$ cat config.mk
export PLATFORM = sky130hd
export DESIGN_NAME = motion_light_door_controller_flat
export DESIGN_NICKNAME = d
export VERILOG_FILES = /design/src/hw/rtl/mldc_pkg.sv /design/src/hw/rtl/mldc_if.sv /design/src/hw/rtl/motion_light_door_controller.sv /design/src/hw/rtl/mldc_cfg.sv /design/src/hw/rtl/mldc_core.sv /design/src/flat_wrapper.sv
export SDC_FILE = /design/constraint.sdc
export NUM_CORES = 1
export LEC_CHECK = 0
export ABC_AREA = 1
export BUFFER_PORTS_ARGS = -buffer_cell sky130_fd_sc_hd__clkbuf_2
export CAP_MARGIN = 20
export CORE_MARGIN = 3
export CORE_UTILIZATION = 50
export DETAILED_ROUTE_END_ITERATION = 10
export PLACE_DENSITY_LB_ADDON = 0.05
export SLEW_MARGIN = 40
export SYNTH_ARGS = -nofsm -noshare
export SYNTH_HDL_FRONTEND = slang
export SYNTH_SLANG_ARGS = --single-unit
export TNS_END_PERCENT = 5
$ cat constraint.sdc
create_clock -name clk -period 4.5 [get_ports clk]
set_clock_uncertainty 0.15 [all_clocks]
set_input_delay 0.675 -clock clk [delete_from_list [all_inputs] [get_ports clk]]
set_output_delay 0.675 -clock clk [all_outputs]
set_load 0.01 [all_outputs]
$ cat src/hw/rtl/mldc_pkg.sv
// Package for the motion light and door controller.
// Holds the field widths, operation and door-state codes, item types and period helpers.
// No dependencies; every other file of the block imports it.
package mldc_pkg;

    localparam int TIMEOUT_W = 16;
    localparam int MOTION_W  = 26;
    localparam int HOLD_W    = 30;
    localparam int PULSE_W   = 9;

    localparam int unsigned MS_PER_SECOND = 1000;
    localparam int unsigned HOLD_FACTOR   = 10;

    localparam logic [PULSE_W-1:0]   PULSE_TICKS   = PULSE_W'(500);
    localparam logic [TIMEOUT_W-1:0] TIMEOUT_RESET = TIMEOUT_W'(60);

    typedef enum logic [1:0] {
        OP_TICK   = 2'd0,
        OP_MOTION = 2'd1,
        OP_LIGHT  = 2'd2,
        OP_DOOR   = 2'd3
    } op_t;

    typedef enum logic [1:0] {
        DOOR_CLOSED  = 2'd0,
        DOOR_OPEN    = 2'd1,
        DOOR_BETWEEN = 2'd2
    } door_state_t;

    typedef struct packed {
        op_t  op;
        logic motion_level;
        logic open_sense;
        logic reed_closed;
    } item_t;

    typedef struct packed {
        logic        light_on;
        logic        override_on;
        logic        door_drive;
        door_state_t door_state;
    } result_t;

    typedef struct packed {
        logic [MOTION_W-1:0] motion;
        logic [HOLD_W-1:0]   hold;
    } periods_t;

    function automatic logic [MOTION_W-1:0] motion_period(input logic [TIMEOUT_W-1:0] secs);
        logic [TIMEOUT_W-1:0] eff;
        eff = (secs == '0) ? TIMEOUT_W'(1) : secs;
        return MOTION_W'(MOTION_W'(eff) * MOTION_W'(MS_PER_SECOND));
    endfunction

    function automatic logic [HOLD_W-1:0] hold_period(input logic [TIMEOUT_W-1:0] secs);
        logic [TIMEOUT_W-1:0] eff;
        eff = (secs == '0) ? TIMEOUT_W'(1) : secs;
        return HOLD_W'(HOLD_W'(eff) * HOLD_W'(MS_PER_SECOND * HOLD_FACTOR));
    endfunction

endpackage

$ cat src/hw/rtl/mldc_if.sv
// Channel interfaces for the motion light and door controller.
// Event input, status output and timeout configuration channels; depends on mldc_pkg.
interface mldc_event_if;
    import mldc_pkg::*;
    logic valid;
    logic ready;
    op_t  op;
    logic motion_level;
    logic open_sense;
    logic reed_closed;
    modport source (output valid, op, motion_level, open_sense, reed_closed, input ready);
    modport sink (input valid, op, motion_level, open_sense, reed_closed, output ready);
endinterface

interface mldc_status_if;
    import mldc_pkg::*;
    logic        valid;
    logic        ready;
    logic        light_on;
    logic        override_on;
    logic        door_drive;
    door_state_t door_state;
    modport source (output valid, light_on, override_on, door_drive, door_state, input ready);
    modport sink (input valid, light_on, override_on, door_drive, door_state, output ready);
endinterface

interface mldc_cfg_if;
    import mldc_pkg::*;
    logic                 valid;
    logic                 ready;
    logic [TIMEOUT_W-1:0] light_timeout_seconds;
    modport source (output valid, light_timeout_seconds, input ready);
    modport sink (input valid, light_timeout_seconds, output ready);
endinterface

$ cat src/hw/rtl/motion_light_door_controller.sv
// Top level of the motion light and door controller.
// Input register, result register and the instances of mldc_cfg and mldc_core.
// Depends on mldc_pkg and the interfaces in mldc_if.
//
// Each transfer on the events channel is a one millisecond tick, a motion rising
// edge, a light button press or a door button press, together with the live
// motion and reed levels. Each one yields exactly one transfer on the status
// channel with the light, override and door drive levels after the event and
// the door position decoded from the reeds.
// An event is registered at the input, applied to the timers when it leaves the
// input register, and its status is then held in the output register.
// One event is accepted every cycle while the receiver keeps up.
// When the receiver stalls, the output register holds its status and one more
// event is still taken into the input register before events.ready drops.
// The cfg channel is always ready and sets the light timeout in seconds; the
// override lasts ten times as long and a timeout of zero counts as one second.
// Reset turns the light, override and door drive off, stops both timers and
// sets the timeout to sixty seconds.
module motion_light_door_controller (
    input  logic          clk,
    input  logic          rst_n,
    mldc_event_if.sink    events,
    mldc_status_if.source status,
    mldc_cfg_if.sink      cfg
);
    import mldc_pkg::*;

    logic     s1_valid_reg, s1_valid_next;
    item_t    s1_item_reg;
    logic     out_valid_reg, out_valid_next;
    result_t  result_reg;
    result_t  result;
    periods_t periods;
    logic     s1_advance;
    logic     in_transfer;

    assign s1_advance   = s1_valid_reg && (!out_valid_reg || status.ready);
    assign events.ready = !s1_valid_reg || s1_advance;
    assign in_transfer  = events.valid && events.ready;

    always_comb
    begin
        s1_valid_next = s1_valid_reg;
        if (in_transfer)
        begin
            s1_valid_next = 1'b1;
        end
        else if (s1_advance)
        begin
            s1_valid_next = 1'b0;
        end
    end

    always_comb
    begin
        out_valid_next = out_valid_reg;
        if (s1_advance)
        begin
            out_valid_next = 1'b1;
        end
        else if (status.ready)
        begin
            out_valid_next = 1'b0;
        end
    end

    always_ff @(posedge clk or negedge rst_n)
    begin
        if (!rst_n)
        begin
            s1_valid_reg  <= 1'b0;
            out_valid_reg <= 1'b0;
        end
        else
        begin
            s1_valid_reg  <= s1_valid_next;
            out_valid_reg <= out_valid_next;
        end
    end

    always_ff @(posedge clk)
    begin
        if (in_transfer)
        begin
            s1_item_reg.op           <= events.op;
            s1_item_reg.motion_level <= events.motion_level;
            s1_item_reg.open_sense   <= events.open_sense;
            s1_item_reg.reed_closed  <= events.reed_closed;
        end
        if (s1_advance)
        begin
            result_reg <= result;
        end
    end

    mldc_cfg u_cfg (
        .clk     (clk),
        .rst_n   (rst_n),
        .cfg     (cfg),
        .periods (periods)
    );

    mldc_core u_core (
        .clk     (clk),
        .rst_n   (rst_n),
        .step    (s1_advance),
        .item    (s1_item_reg),
        .periods (periods),
        .result  (result)
    );

    assign status.valid       = out_valid_reg;
    assign status.light_on    = result_reg.light_on;
    assign status.override_on = result_reg.override_on;
    assign status.door_drive  = result_reg.door_drive;
    assign status.door_state  = result_reg.door_state;

`ifndef SYNTH
    a_ready_low_holds_item: assert property (@(posedge clk) disable iff (!rst_n)
        !events.ready |-> s1_valid_reg)
        else $error("Events are refused while the input register is empty.");

    a_advance_gives_status: assert property (@(posedge clk) disable iff (!rst_n)
        s1_advance |=> status.valid)
        else $error("An applied event did not produce a pending status.");

    a_stall_keeps_item: assert property (@(posedge clk) disable iff (!rst_n)
        (s1_valid_reg && !s1_advance) |=> s1_valid_reg)
        else $error("An event in the input register was lost during a stall.");

    a_periods_nonzero: assert property (@(posedge clk) disable iff (!rst_n)
        (periods.motion != '0) && (periods.hold != '0))
        else $error("A timer period is zero.");
`endif

endmodule

$ cat src/hw/rtl/mldc_cfg.sv
// Timeout configuration register of the motion light and door controller.
// Turns a written timeout in seconds into motion and override periods in ticks.
// Depends on mldc_pkg and mldc_cfg_if.
module mldc_cfg (
    input  logic              clk,
    input  logic              rst_n,
    mldc_cfg_if.sink          cfg,
    output mldc_pkg::periods_t periods
);
    import mldc_pkg::*;

    periods_t periods_reg;
    periods_t periods_next;

    assign cfg.ready = 1'b1;

    always_comb
    begin
        periods_next = periods_reg;
        if (cfg.valid)
        begin
            periods_next.motion = motion_period(cfg.light_timeout_seconds);
            periods_next.hold   = hold_period(cfg.light_timeout_seconds);
        end
    end

    always_ff @(posedge clk or negedge rst_n)
    begin
        if (!rst_n)
        begin
            periods_reg.motion <= motion_period(TIMEOUT_RESET);
            periods_reg.hold   <= hold_period(TIMEOUT_RESET);
        end
        else
        begin
            periods_reg <= periods_next;
        end
    end

    assign periods = periods_reg;

endmodule

$ cat src/hw/rtl/mldc_core.sv
// Light, override and door pulse state of the motion light and door controller.
// Applies one item per step and presents the resulting status; depends on mldc_pkg.
module mldc_core (
    input  logic               clk,
    input  logic               rst_n,
    input  logic               step,
    input  mldc_pkg::item_t    item,
    input  mldc_pkg::periods_t periods,
    output mldc_pkg::result_t  result
);
    import mldc_pkg::*;

    logic                light_reg, light_next;
    logic                override_reg, override_next;
    logic [MOTION_W-1:0] motion_count_reg, motion_count_next;
    logic                motion_running_reg, motion_running_next;
    logic [HOLD_W-1:0]   hold_count_reg, hold_count_next;
    logic                hold_running_reg, hold_running_next;
    logic [PULSE_W-1:0]  pulse_count_reg, pulse_count_next;
    logic                pulse_level_reg, pulse_level_next;

    logic [MOTION_W-1:0] motion_dec;
    logic [HOLD_W-1:0]   hold_dec;
    logic [PULSE_W-1:0]  pulse_dec;
    logic                motion_exp;
    logic                hold_exp;
    door_state_t         door_state;

    assign motion_dec = (motion_count_reg != '0) ? motion_count_reg - 1'b1 : '0;
    assign hold_dec   = (hold_count_reg != '0) ? hold_count_reg - 1'b1 : '0;
    assign pulse_dec  = (pulse_count_reg != '0) ? pulse_count_reg - 1'b1 : '0;
    assign motion_exp = motion_running_reg && (motion_dec == '0);
    assign hold_exp   = hold_running_reg && (hold_dec == '0);

    always_comb
    begin
        light_next          = light_reg;
        override_next       = override_reg;
        motion_count_next   = motion_count_reg;
        motion_running_next = motion_running_reg;
        hold_count_next     = hold_count_reg;
        hold_running_next   = hold_running_reg;
        pulse_count_next    = pulse_count_reg;
        pulse_level_next    = pulse_level_reg;
        case (item.op)
            OP_TICK:
            begin
                if (motion_running_reg)
                begin
                    motion_count_next   = motion_dec;
                    motion_running_next = !motion_exp;
                end
                if (hold_running_reg)
                begin
                    hold_count_next   = hold_dec;
                    hold_running_next = !hold_exp;
                end
                if (pulse_level_reg)
                begin
                    pulse_count_next = pulse_dec;
                    pulse_level_next = (pulse_dec != '0);
                end
                if (motion_exp || hold_exp)
                begin
                    if (item.motion_level)
                    begin
                        motion_count_next   = periods.motion;
                        motion_running_next = 1'b1;
                    end
                    else if (hold_exp || !override_reg)
                    begin
                        light_next = 1'b0;
                    end
                end
                if (hold_exp)
                begin
                    override_next = 1'b0;
                end
            end
            OP_MOTION:
            begin
                light_next          = 1'b1;
                motion_count_next   = periods.motion;
                motion_running_next = 1'b1;
            end
            OP_LIGHT:
            begin
                override_next     = 1'b1;
                light_next        = !light_reg;
                hold_count_next   = periods.hold;
                hold_running_next = 1'b1;
            end
            default:
            begin
                pulse_level_next = 1'b1;
                pulse_count_next = PULSE_TICKS;
            end
        endcase
    end

    always_comb
    begin
        if (item.open_sense)
        begin
            door_state = DOOR_OPEN;
        end
        else if (item.reed_closed)
        begin
            door_state = DOOR_CLOSED;
        end
        else
        begin
            door_state = DOOR_BETWEEN;
        end
    end

    always_ff @(posedge clk or negedge rst_n)
    begin
        if (!rst_n)
        begin
            light_reg          <= 1'b0;
            override_reg       <= 1'b0;
            motion_count_reg   <= '0;
            motion_running_reg <= 1'b0;
            hold_count_reg     <= '0;
            hold_running_reg   <= 1'b0;
            pulse_count_reg    <= '0;
            pulse_level_reg    <= 1'b0;
        end
        else if (step)
        begin
            light_reg          <= light_next;
            override_reg       <= override_next;
            motion_count_reg   <= motion_count_next;
            motion_running_reg <= motion_running_next;
            hold_count_reg     <= hold_count_next;
            hold_running_reg   <= hold_running_next;
            pulse_count_reg    <= pulse_count_next;
            pulse_level_reg    <= pulse_level_next;
        end
    end

    assign result.light_on    = light_next;
    assign result.override_on = override_next;
    assign result.door_drive  = pulse_level_next;
    assign result.door_state  = door_state;

endmodule
$ cat src/flat_wrapper.sv
// flat-port wrapper written by rule: the top's interface ports become plain ports
module motion_light_door_controller_flat import mldc_pkg::*;
  (clk, rst_n, events_valid, events_op, events_motion_level, events_open_sense, events_reed_closed, events_ready, status_valid, status_light_on, status_override_on, status_door_drive, status_door_state, status_ready, cfg_valid, cfg_light_timeout_seconds, cfg_ready);
  mldc_event_if events_i ();
  mldc_status_if status_i ();
  mldc_cfg_if cfg_i ();
  input  logic clk;
  input  logic rst_n;
  input wire logic [$bits(events_i.valid)-1:0] events_valid;
  input wire logic [$bits(events_i.op)-1:0] events_op;
  input wire logic [$bits(events_i.motion_level)-1:0] events_motion_level;
  input wire logic [$bits(events_i.open_sense)-1:0] events_open_sense;
  input wire logic [$bits(events_i.reed_closed)-1:0] events_reed_closed;
  output wire logic [$bits(events_i.ready)-1:0] events_ready;
  output wire logic [$bits(status_i.valid)-1:0] status_valid;
  output wire logic [$bits(status_i.light_on)-1:0] status_light_on;
  output wire logic [$bits(status_i.override_on)-1:0] status_override_on;
  output wire logic [$bits(status_i.door_drive)-1:0] status_door_drive;
  output wire logic [$bits(status_i.door_state)-1:0] status_door_state;
  input wire logic [$bits(status_i.ready)-1:0] status_ready;
  input wire logic [$bits(cfg_i.valid)-1:0] cfg_valid;
  input wire logic [$bits(cfg_i.light_timeout_seconds)-1:0] cfg_light_timeout_seconds;
  output wire logic [$bits(cfg_i.ready)-1:0] cfg_ready;
  assign events_i.valid = events_valid;
  assign events_i.op = events_op;
  assign events_i.motion_level = events_motion_level;
  assign events_i.open_sense = events_open_sense;
  assign events_i.reed_closed = events_reed_closed;
  assign events_ready = events_i.ready;
  assign status_valid = status_i.valid;
  assign status_light_on = status_i.light_on;
  assign status_override_on = status_i.override_on;
  assign status_door_drive = status_i.door_drive;
  assign status_door_state = status_i.door_state;
  assign status_i.ready = status_ready;
  assign cfg_i.valid = cfg_valid;
  assign cfg_i.light_timeout_seconds = cfg_light_timeout_seconds;
  assign cfg_ready = cfg_i.ready;
  motion_light_door_controller u_core (.clk(clk), .rst_n(rst_n), .events(events_i), .status(status_i), .cfg(cfg_i));
endmodule
== Yosys cells after proc, flatten, opt, wreduce, memory -nomap -nowiden ==
Cells that the tools add are included.
Word-level totals
  bits in registers: 131
  input bits: 26
  output and inout bits: 8
  logic and storage cells: 92
Cells by class
  $add $sub $neg: 3
  multiply operators: 2
  equal/unequal tests: 4
  mux-type cells: 31
  bitwise gates (word level): 1
  reductions and logical operators: 31
Operators by type and width (number)
  $mux 26: 4
  $mux 30: 2
  $pmux 30 s2: 1
  $pmux 26 s2: 1
  $logic_not 30->1: 1
  $reduce_bool 30->1: 1
  $sub 30x1->30 const B: 1
  $logic_not 26->1: 1
  $mul 16x10->26 const B: 1
  $reduce_bool 26->1: 1
  $sub 26x1->26 const B: 1
  $mul 16x7->23 const B: 1
  $mux 9: 2
  $pmux 9 s2: 1
  $reduce_bool 9->1: 2
  $logic_not 16->1: 1
  $mux 16: 1
  $mux 1: 13
  $sub 9x1->9 const B: 1
  $pmux 1 s2: 4
  $reduce_bool 2->1: 4
  $logic_not 1->1: 6
  $reduce_and 3->1: 2
  $logic_and 1x1->1: 4
  10 further kinds: 15

== Logic depth before layout (Yosys ltp) ==
Gate-level depths: netlist of the first run.
  word-level depth: 9
  mapped depth: 30
  mapped depth without buffers: 29

== Modules after synthesis ==
From an unflattened synthesis of the first run, not the netlist that was laid out.
Unflattened totals
  cell total of the unflattened synthesis: 2019
  area, all modules: 14132.3 sq um
By module, submodules not included
  mldc_cfg: instances 1, cells an instance 1001, area each 7562.3 sq um
  mldc_core: instances 1, cells an instance 996, area each 6174.7 sq um
  motion_light_door_controller: instances 1, cells an instance 22, area each 395.4 sq um

== Worst setup path after synthesis of the first run ==
Ideal clock, no wire load.
  path kind: input port to flip-flop
  from: input port cfg_light_timeout_seconds[14]
  to: register u_core.u_cfg.periods_reg (netlist bit u_core.u_cfg.periods[27])
  setup time: 0.118 ns
  arrival time: 5.530 ns
  required time: 4.232 ns
  setup slack: -1.298 ns
  stages on the path: 30
  path buffers: 1
  cells stage by stage: inv_1 -> ha_1 -> nand3_1 -> nor2_1 -> nand3_1 -> clkbuf_1 -> nand2_1 -> inv_1 -> fa_1 -> ha_1 -> inv_1 -> fa_1 -> inv_1 -> ha_1 -> inv_1 -> fa_1 -> inv_1 -> ha_1 -> a21o_1 -> inv_1 -> o21ai_0 -> nand3_1 -> nand2_1 -> nand2_1 -> nand2_1 -> a31oi_1 -> o21ai_0 -> or2_2 -> nand3_1 -> nand2_1
Between the ends
  word-level cells in the longest chain between the ends: 3
RTL lines
  start, declared: line flat_wrapper.sv:22  | input wire logic [$bits(cfg_i.light_timeout_seconds)-1:0] cfg_light_timeout_seconds;
  $logic_not 16->1: line mldc_pkg.sv:57  | eff = (secs == '0) ? TIMEOUT_W'(1) : secs;
  $mux 16 (*): line mldc_pkg.sv:57
  $mul 16x10->26 (*): line mldc_pkg.sv:58  | return HOLD_W'(HOLD_W'(eff) * HOLD_W'(MS_PER_SECOND * HOLD_FACTOR));
  end signal, assigned: line mldc_cfg.sv:36  | periods_reg <= periods_next;
  end, declared: line mldc_cfg.sv:12  | periods_t periods_reg;
Mark *: on every way between the ends. The rest lies on a longest branch, timed or not.
A chain may end at the register's enable or synchronous reset.

== Worst setup path after layout of the first run ==
  from: input port cfg_light_timeout_seconds[3]
  to: register u_core.u_cfg.periods_reg (netlist bit u_core.u_cfg.periods[26])
Same word-level chain as after synthesis.

==> run metrics, run 1 <==
Unique masters post-synth 50; leading area contributor after synthesis dfrtp_1; Clock Tree Root clkbuf_16; Period Utilization, post-route 112.9%; chip width between 150 and 200 um; Primary FF master, synth dfrtp_1; synthesized flop and latch total approximately 130; largest net degree at the start of global routing 60; initial antenna violation count 0; min Tclk post-route approximately 5.1 ns; Residual DRC 0; DR WL met2 about 16000 um; Clock Sinks ~130; DRT iter0 DRCs around 890; f_max 196.8 MHz; Net count, final 2197; synthesized net count roughly 2.0k; detailed-route wire length per cell 14.90 um; first-pass GRT wire length between 50000 and 60000 um; layout cells sized above 1 between 20% and 30%; Layout fillers about 2.2k; HP Class in -> async; R2R Path End u_core.u_core.motion_count_reg[18]; Tot GR Track Use about a quarter; Rows 58; max_slew headroom about three fifths; Final WS setup -0.5815 ns; Post-synth EDFFs 10; CTS Buffer Depth 2; cts hold-fix bufs 0; Yosys warning count 0; R2R depth 19; R2R Setup Slk ~1.1 ns; diode count 0; Core Region 25250 um^2; Metal-1 WL ~16000 um; Final Slew Violations 0; via density per instance 5.235; vias post-DR roughly 12k; failing checks setup timing; Largest register FFs 47; top post-synthesis cells by area dfrtp_1 (20%), ha_1 (13%), nand2_1 (12%); CP Capture Type register; P&R area growth vs syn 28.04%; Worst Setup Path Type in -> reg; Req. time, crit path roughly 4.7 ns; Worst Path Arrival ~5.3 ns; CP Launch Type input pin; clock latency on the worst-skew pair 0.42 ns; maxcap violations 0; pre-CTS setup slack -1.302 ns; HPWL Detailed ~27000 um; leakage power 8.339 nW; TritonCTS buffer count 17; Post-synth ARST share between 90% and 100%; Detail Route met3 WL between 1000 and 1500 um; CTS clk-pin slew, worst paths about 0.07 ns; post-synthesis cell count around 1.7k; CTS tree done; CTS H-Tree Depth 4; die area 27780 um^2; Mean Syn Cell Area between 7 and 8 um^2; highest routed layer met4; PortBufs 32; io pins 34; status finished with violations; First-pass DRT Iterations 5; aggregate routed wire length 34380 um; total grt overflow 0; critical path peak fanout 6; Fin Setup TNS -11.66 ns; Pwr Density 684.1 nW/um^2; RSZ-0062 raised after global routing true; Syn Std Cell Area about 13000 um^2; Slew @ Worst Pin about 0.6 ns; sequential-to-total area share from yosys stat 25.55%; Setup-failing EPs final 29; number of global-route vias before repair between 10k and 15k; Post-DRT Antenna Nets 0; top cell type's share of synthesized area 20.16%; RR Startpoint u_core.u_core.hold_count_reg[0]; die height 166.7 um; Initial Util about half; GPL Wtd Cong 0.9199; endpoints failing hold 0; worst vdd rail ir drop between 0.4 and 0.5 mV
-- layout make-up --
type | instances | area, um^2 | share of cell area (%)
clock buffers | 19 | 454.2 | 2.749
flip-flops and latches | 129 | 3297 | 19.95
repair buffers | 248 | 1864 | 11.28
clock inverters | 13 | 172.7 | 1.045
well taps | 330 | 412.9 | 2.499
inverters | 296 | 1142 | 6.913
multi-input cells | 1272 | 9181 | 55.56
-- report_power, final --
group	switching (mW)	total (mW)	internal, mW
Sequential	0.470	2.15	1.68
Combinational	3.99	7.67	3.69
Clock	0.566	1.48	0.916
-- stage by stage --
| stage | area (um^2) | power [mW] | hold WS, ns | util (%) | cells |
|---|---|---|---|---|---|
| after global placement | 14870 | 8.516 | 0.2896 | 58.86 | 2253 |
| after detailed placement | 14870 | 8.604 | 0.2914 | 58.87 | 2253 |
| after floorplan | 13050 | 6.205 | 0.2294 | - | 1737 |
| after CTS | 16140 | 10.82 | 0.2040 | 63.90 | 2303 |
| after global routing | 16520 | 12.39 | 0.1084 | 65.43 | 2307 |
| final | 16520 | 11.30 | 0.05386 | 65.43 | 2307 |
-- how the worst max path moves through the flow --
stage / from / to / cells after the start
after global routing: cfg_light_timeout_seconds[3] / u_core.u_cfg.periods[55] / 25
after global placement: cfg_light_timeout_seconds[14] / u_core.u_cfg.periods[28] / 23
after detailed placement: cfg_light_timeout_seconds[14] / u_core.u_cfg.periods[28] / 23
after CTS: cfg_light_timeout_seconds[9] / u_core.u_cfg.periods[51] / 28
after floorplan: cfg_light_timeout_seconds[10] / u_core.u_cfg.periods[27] / 30
final: cfg_light_timeout_seconds[3] / u_core.u_cfg.periods[26] / 28
-- logic make-up after synthesis --
group,synth area share (%)
simple gates,27.12
buf+inv,10.27
compound gates,10.42
fa+ha+maj,24.31
flops,25.55
xor+xnor,2.307
other cells,0.02906
-- metal layers --
| layer | track usage (%) | up-vias |
|---|---|---|
| li1 | - | 6095 |
| met1 | 35.47 | 5688 |
| met2 | 41.50 | 259 |
| met3 | 2.706 | 34 |
| met4 | 6.815 | 0 |
| met5 | 0 | - |
-- cells in the mapped netlist (2+ instances only) --
master / count
a211oi_1: 4
a21o_1: 2
a21oi_1: 71
a221oi_1: 18
a22oi_1: 3
a31oi_1: 10
and2_1: 3
buf_2: 2
buf_6: 7
clkbuf_1: 30
clkinv_1: 6
dfrtp_1: 104
dfstp_2: 15
edfxtp_1: 10
fa_1: 73
ha_1: 134
inv_1: 282
inv_2: 7
nand2_1: 405
nand2_2: 9
nand2_4: 4
nand3_1: 124
nand3_2: 4
nand4_1: 35
nor2_1: 149
nor2_2: 17
nor2_4: 6
nor3_1: 26
nor4_1: 2
o211ai_1: 7
o21a_1: 3
o21ai_0: 91
o21ai_1: 7
o21ai_2: 2
o22ai_1: 8
o31ai_1: 3
or2_2: 9
xnor2_1: 15
xor2_1: 19
-- layout by cell type, fill, tap and decap left out, types with 35 or more instances in the layout --
cell type / count
nand2_1: 382
inv_1: 247
buf_4: 209
nor2_1: 140
nand3_1: 119
dfrtp_1: 104
ha_1: 102
fa_1: 68
o21ai_0: 67
a21oi_1: 49
nand4_1: 35
-- timing repair --
action | CTS | global route
pin swaps | 83 | 53
setup buffers | 19 | 4
setup endpoints to repair | 31 | 32
resized for setup | 123 | 84
-- worst max-delay path, stage by stage --
cell	delay, ns
buf_6	0.10
inv_4	0.05
ha_4	0.13
nand3_4	0.08
nor2_4	0.13
nand3_4	0.11
buf_6	0.14
buf_6	0.12
nand2_4	0.06
inv_4	0.05
fa_1	0.48
buf_4	0.16
ha_1	0.26
inv_1	0.05
fa_1	0.53
inv_1	0.06
ha_4	0.21
fa_1	0.51
ha_4	0.32
nand2_4	0.06
nor2_4	0.10
nand2_1	0.06
o211ai_1	0.11
a31oi_2	0.08
o21ai_2	0.20
a21oi_2	0.08
or2_4	0.24
a31oi_4	0.11
Note: power is estimated with default switching activity, not from simulation.
==> run 2: changes to the inputs <==
--- a/config.mk
+++ b/config.mk
@@ -9,9 +9,11 @@
 export BUFFER_PORTS_ARGS = -buffer_cell sky130_fd_sc_hd__clkbuf_2
 export CAP_MARGIN = 20
 export CORE_MARGIN = 3
-export CORE_UTILIZATION = 50
+export CORE_UTILIZATION = 55
+export CTS_CLUSTER_DIAMETER = 40
 export DETAILED_ROUTE_END_ITERATION = 10
 export PLACE_DENSITY_LB_ADDON = 0.05
+export SETUP_SLACK_MARGIN = 0.02
 export SLEW_MARGIN = 40
 export SYNTH_ARGS = -nofsm -noshare
 export SYNTH_HDL_FRONTEND = slang
==> run metrics, run 2 (synthesized netlist as in run 1, its figures left out) <==
status finished with violations; failing checks setup timing; First-pass DRT Iterations 5; Layout Cells excl Fill 2286; clock latency on the worst-skew pair between 0.4 and 0.5 ns; Slew @ Worst Pin roughly 0.7 ns; io pins 34; number of global-route vias before repair around 12k; Crit-path slowest cell fa_1; CTS clk-pin slew, worst paths approximately 0.07 ns; max_slew headroom ~55%; Initial Util between 50% and 60%; chip width roughly 160 um; Residual DRC 0; Pwr Density 691.0 nW/um^2; P&R area growth vs syn 26.32%; RSZ-0062 raised after global routing true; min Tclk post-route a little over 5 ns; commonest non-fill, non-tap cells in the layout nand2_1 (382), inv_1 (249), buf_4 (204); CP Capture Type register; Tot GR Track Use between 20% and 30%; die area about 25000 um^2; endpoints failing hold 0; Core Region 22850 um^2; Setup-failing EPs final 29; CP Launch Type input pin; Final WS setup -0.5883 ns; die height about 160 um; critical path peak fanout 7; f_max a little under 200 MHz; # placed instances roughly 2.2k; HPWL Detailed ~27000 um; Net count, final ~2.2k; Layout fillers between 1.5k and 2k; Clock Sinks 129; CP max stage delay between 0.5 and 0.6 ns; Req. time, crit path between 4 and 5 ns; DRT iter0 DRCs roughly 830; via density per instance 5.269; PortBufs 32; Period Utilization, post-route 113.1%; CTS tree done; Post-DRT Antenna Nets 0; worst vdd rail ir drop ~0.56 mV; layout cells sized above 1 25.70%; diode count 0; vias post-DR roughly 12k; Worst Setup Path Type in -> reg; first-pass GRT wire length ~58000 um; Largest register FFs 47; aggregate routed wire length approximately 34000 um; detailed-route wire length per cell roughly 15 um; largest net degree at the start of global routing 55; GPL Wtd Cong roughly 0.94; most used cell, CP inv_2; Clock Tree Root clkbuf_16; Rows 55; HP Class in -> async; Final Slew Violations 0; CTS H-Tree Depth 4; final core utilization between 70% and 80%; Worst Path Arrival between 5 and 6 ns; maxcap violations 0; TritonCTS buffer count 17; leakage power approximately 8.3 nW; total grt overflow 0; most common cell after layout, fill and taps aside nand2_1; initial antenna violation count 0; CTS Buffer Depth 2; R2R depth 19
-- run 2: cell types whose count changed in the layout (fill, tap and decap cells not counted), moves of 5 or more --
cell,delta
clkbuf_2,+8
o21ai_1,+12
buf_6,-9
buf_4,-5
o21ai_0,-13
ha_4,-10
inv_4,-6
ha_1,+9
-- run 2: final timing paths --
check | slack [ns] | startpoint | to
max in group asynchronous | 3.10 | rst_n | u_core.u_cfg.periods[43]
hold reg to reg | 0.32 | u_core.u_cfg.periods[10] | u_core.u_cfg.periods[10]
setup reg to reg | 1.16 | u_core.u_core.hold_count_reg[0] | u_core.u_core.motion_count_reg[20]
setup / recovery | -0.59 | cfg_light_timeout_seconds[3] | u_core.u_cfg.periods[27]
hold / removal | 0.14 | rst_n | u_core.u_core.pulse_count_reg[3]
min in group clk | 0.28 | events_open_sense | u_core.s1_item_reg[1]
-- run 2: worst max-delay path, delay by kind of cell --
| kind | cells | cell delay [ns] |
|---|---|---|
| simple gates | 11 | 1.08 |
| compound gates | 4 | 0.51 |
| fa+ha+maj | 7 | 2.31 |
| buf+inv | 9 | 0.65 |
-- run 2: area by class of cell --
cell class,instances,area (um^2),area share [%]
clock buffers,17,425.4,2.609
clock inverters,15,170.2,1.044
inverters,296,1137,6.976
multi-input cells,1272,9076,55.67
flip-flops and latches,129,3297,20.22
well taps,313,391.6,2.402
repair buffers,244,1805,11.07
-- run 2: what timing repair did --
action / in CTS / in global routing
buffers inserted: 12 / 5
hold buffers: 0 / 0
gates resized for setup: 135 / 64
pin swaps: 76 / 51
endpoints found under the setup margin: 32 / 32
-- run 2: metrics by stage --
| stage | instance area [um^2] | hold slack, ns | TNS, ns | total power, mW | setup slack (ns) |
|---|---|---|---|---|---|
| after CTS | 16060 | 0.1548 | -11.58 | 10.79 | -0.5708 |
| final | 16300 | 0.1365 | -12.40 | 11.27 | -0.5883 |
| after detailed placement | 14880 | 0.3120 | -33.89 | 8.634 | -1.298 |
| after floorplan | 13050 | 0.2294 | -16.63 | 6.205 | -0.8396 |
| after global routing | 16300 | 0.1910 | -19.13 | 12.32 | -0.8236 |
| after global placement | 14880 | 0.2897 | -31.06 | 8.502 | -1.234 |
-- run 2: where the power goes --
group	switching, mW	internal (mW)
clock	0.576	0.832
sequential	0.474	1.68
combinational	4.06	3.65
-- run 2: metal layers --
metal	share of wire [%]	vias up	wire [um]	track usage [%]
met4	3.4	0	1169	11.22
met1	46	5648	16010	38.08
li1	-	6071	-	-
met2	47	261	16080	44.81
met3	3.4	65	1186	2.471
met5	0	-	0	0
==> run 3: changes to the inputs <==
--- a/config.mk
+++ b/config.mk
@@ -17,5 +17,6 @@
 export SLEW_MARGIN = 40
 export SYNTH_ARGS = -nofsm -noshare
 export SYNTH_HDL_FRONTEND = slang
+export SYNTH_HIERARCHICAL = 1
 export SYNTH_SLANG_ARGS = --single-unit
 export TNS_END_PERCENT = 5
==> run metrics, run 3 <==
Largest register FFs 47; Syn Std Cell Area 14130 um^2; io pins 34; GPL Wtd Cong roughly 0.93; endpoints failing hold 0; Buf/Inv on CP 10; Req. time, crit path 4.66 ns; Final WS setup -0.3581 ns; maxcap violations 0; Rows between 50 and 60; Yosys warning count 6; most common cell after layout, fill and taps aside nand2_1; Clock Sinks ~130; CP Capture Type register; Unique masters post-synth 51; initial antenna violation count 0; HPWL Detailed between 20000 and 30000 um; f_max between 200 and 250 MHz; synth cell count leaders nand2_1 (534), inv_1 (328), nor2_1 (204); Tot GR Track Use a little over a quarter; Worst Setup Path Type in -> reg; total grt overflow 0; aggregate routed wire length 37070 um; CTS H-Tree Depth 4; Initial Util 56.12%; Post-synth ARST share between 90% and 100%; CP Launch Type input pin; clock latency on the worst-skew pair approximately 0.42 ns; Final Slew Violations 0; die area ~28000 um^2; R2R Setup Slk 0.85 ns; largest net degree at the start of global routing 68; commonest non-fill, non-tap cells in the layout nand2_1 (501), inv_1 (288), nor2_1 (194); layout cells sized above 1 21.71%; Slew @ Worst Pin 0.7707 ns; Fin Setup TNS -6.363 ns; Core Region around 25000 um^2; first-pass GRT wire length about 62000 um; synthesized flop and latch total 129; most frequent cell after synthesis nand2_1; PortBufs 32; via density per instance 5.283; critical path peak fanout 5; R2R Path End u_core/u_core/motion_count_reg[9]; vias post-DR 13.28k; Pwr Density 648.5 nW/um^2; Residual DRC 0; detailed-route wire length per cell 14.75 um; diode count 0; Primary FF master, synth dfrtp_1; min Tclk post-route about 4.9 ns; Post-synth EDFFs 10; worst vdd rail ir drop between 0.3 and 0.4 mV; Worst Path Arrival 5.02 ns; CTS tree done; CP max stage delay ~0.51 ns; leakage power 8.911 nW; cts hold-fix bufs 0; number of global-route vias before repair between 10k and 15k; max_slew headroom approximately half; Post-DRT Antenna Nets 0; leading area contributor after synthesis dfrtp_1; First-pass DRT Iterations 5; sequential-to-total area share from yosys stat 23.33%; top cell type's share of synthesized area ~18%; P&R area growth vs syn 21.04%; die height 166.3 um; Mean Syn Cell Area about 7 um^2; CP top delay family adder cells; pre-CTS setup slack -0.8876 ns; most used cell, CP inv_2; top post-synthesis cells by area dfrtp_1 (18%), nand2_1 (14%), ha_1 (12%); CTS clk-pin slew, worst paths 0.07 ns; Net count, final between 2k and 2.5k; Setup crit start cfg_light_timeout_seconds[2]; failing checks setup timing; Clock Tree Root clkbuf_16; Final Power between 10 and 15 mW; DP Area between 15000 and 20000 um^2; Setup-failing EPs final 30; DRT iter0 DRCs about 900; Layout fillers ~2.2k; HP Class in -> async; status finished with violations; Min Hold Slack approximately 0.057 ns; TritonCTS buffer count 17; chip width 166.3 um; Crit-path slowest cell fa_1; Period Utilization, post-route 108.0%; RSZ-0062 raised after global routing true; post-synthesis cell count 2019; post-route cell area around 17000 um^2; CTS Buffer Depth 2; R2R depth 19; RR Startpoint u_core/u_core/hold_count_reg[0]
-- run 3: cell count changes in the layout (fill, tap and decap cells not counted), sizes merged, moves of 18 or more --
| cell | delta |
|---|---|
| a21oi | +21 |
| buf | -50 |
| inv | +47 |
| a221oi | -18 |
| nor2 | +49 |
| nand3 | +37 |
| nand2 | +133 |
-- run 3: stage by stage --
| step | std cells | utilization (%) |
|---|---|---|
| after floorplan | 2025 | - |
| final | 2513 | 67.93 |
| after global routing | 2513 | 67.93 |
| after CTS | 2507 | 66.45 |
| after global placement | 2472 | 62.94 |
| after detailed placement | 2472 | 62.95 |
-- run 3: layout make-up --
cell class	instances	area, um^2	area share, %
clock buffers	19	454.2	2.655
clock inverters	13	148.9	0.8705
inverters	345	1373	8.024
multi-input cells	1489	9981	58.35
flip-flops and latches	129	3297	19.27
well taps	330	412.9	2.414
repair buffers	188	1439	8.412
-- run 3: worst max path at each step --
stage,to,slack [ns],depth (start not counted)
after floorplan,u_core/u_cfg/periods[25],-0.27,27
after global placement,u_core/u_cfg/periods[53],-0.81,24
after detailed placement,u_core/u_cfg/periods[53],-0.89,25
after CTS,u_core/u_cfg/periods[21],-0.27,29
after global routing,u_core/u_cfg/periods[25],-0.50,29
final,u_core/u_cfg/periods[25],-0.36,29
-- run 3: report_power, final --
group / internal (mW) / leakage, nW / switching (mW) / total, mW
Clock: 0.858 / 0.287 / 0.556 / 1.41
Sequential: 1.63 / 1.49 / 0.426 / 2.05
Combinational: 3.33 / 7.13 / 4.30 / 7.63
Total: 5.81 / 8.91 / 5.28 / 11.1
-- run 3: cells by family (layout without fill, tap and decap cells) --
logic type,after synthesis,count (layout),share of synthesized area [%]
fa+ha+maj,208,208,22.29
compound gates,246,246,9.606
other cells,2,8,0.05314
simple gates,995,996,31.18
flops,129,129,23.33
buf+inv,408,565,11.62
xor+xnor,31,31,1.921
-- run 3: metal layers --
metal,GRT usage (%),up-vias,routed length [um]
met5,0,-,0
met1,35.92,6219,16640
met3,2.166,63,1312
li1,-,6678,-
met4,8.967,0,1075
met2,46.78,316,18050
-- run 3: timing repair --
action	CTS	global route
gates resized for setup	48	90
endpoints found under the setup margin	29	34
cloned	2	0
setup buffers	1	6
pin swaps	28	41
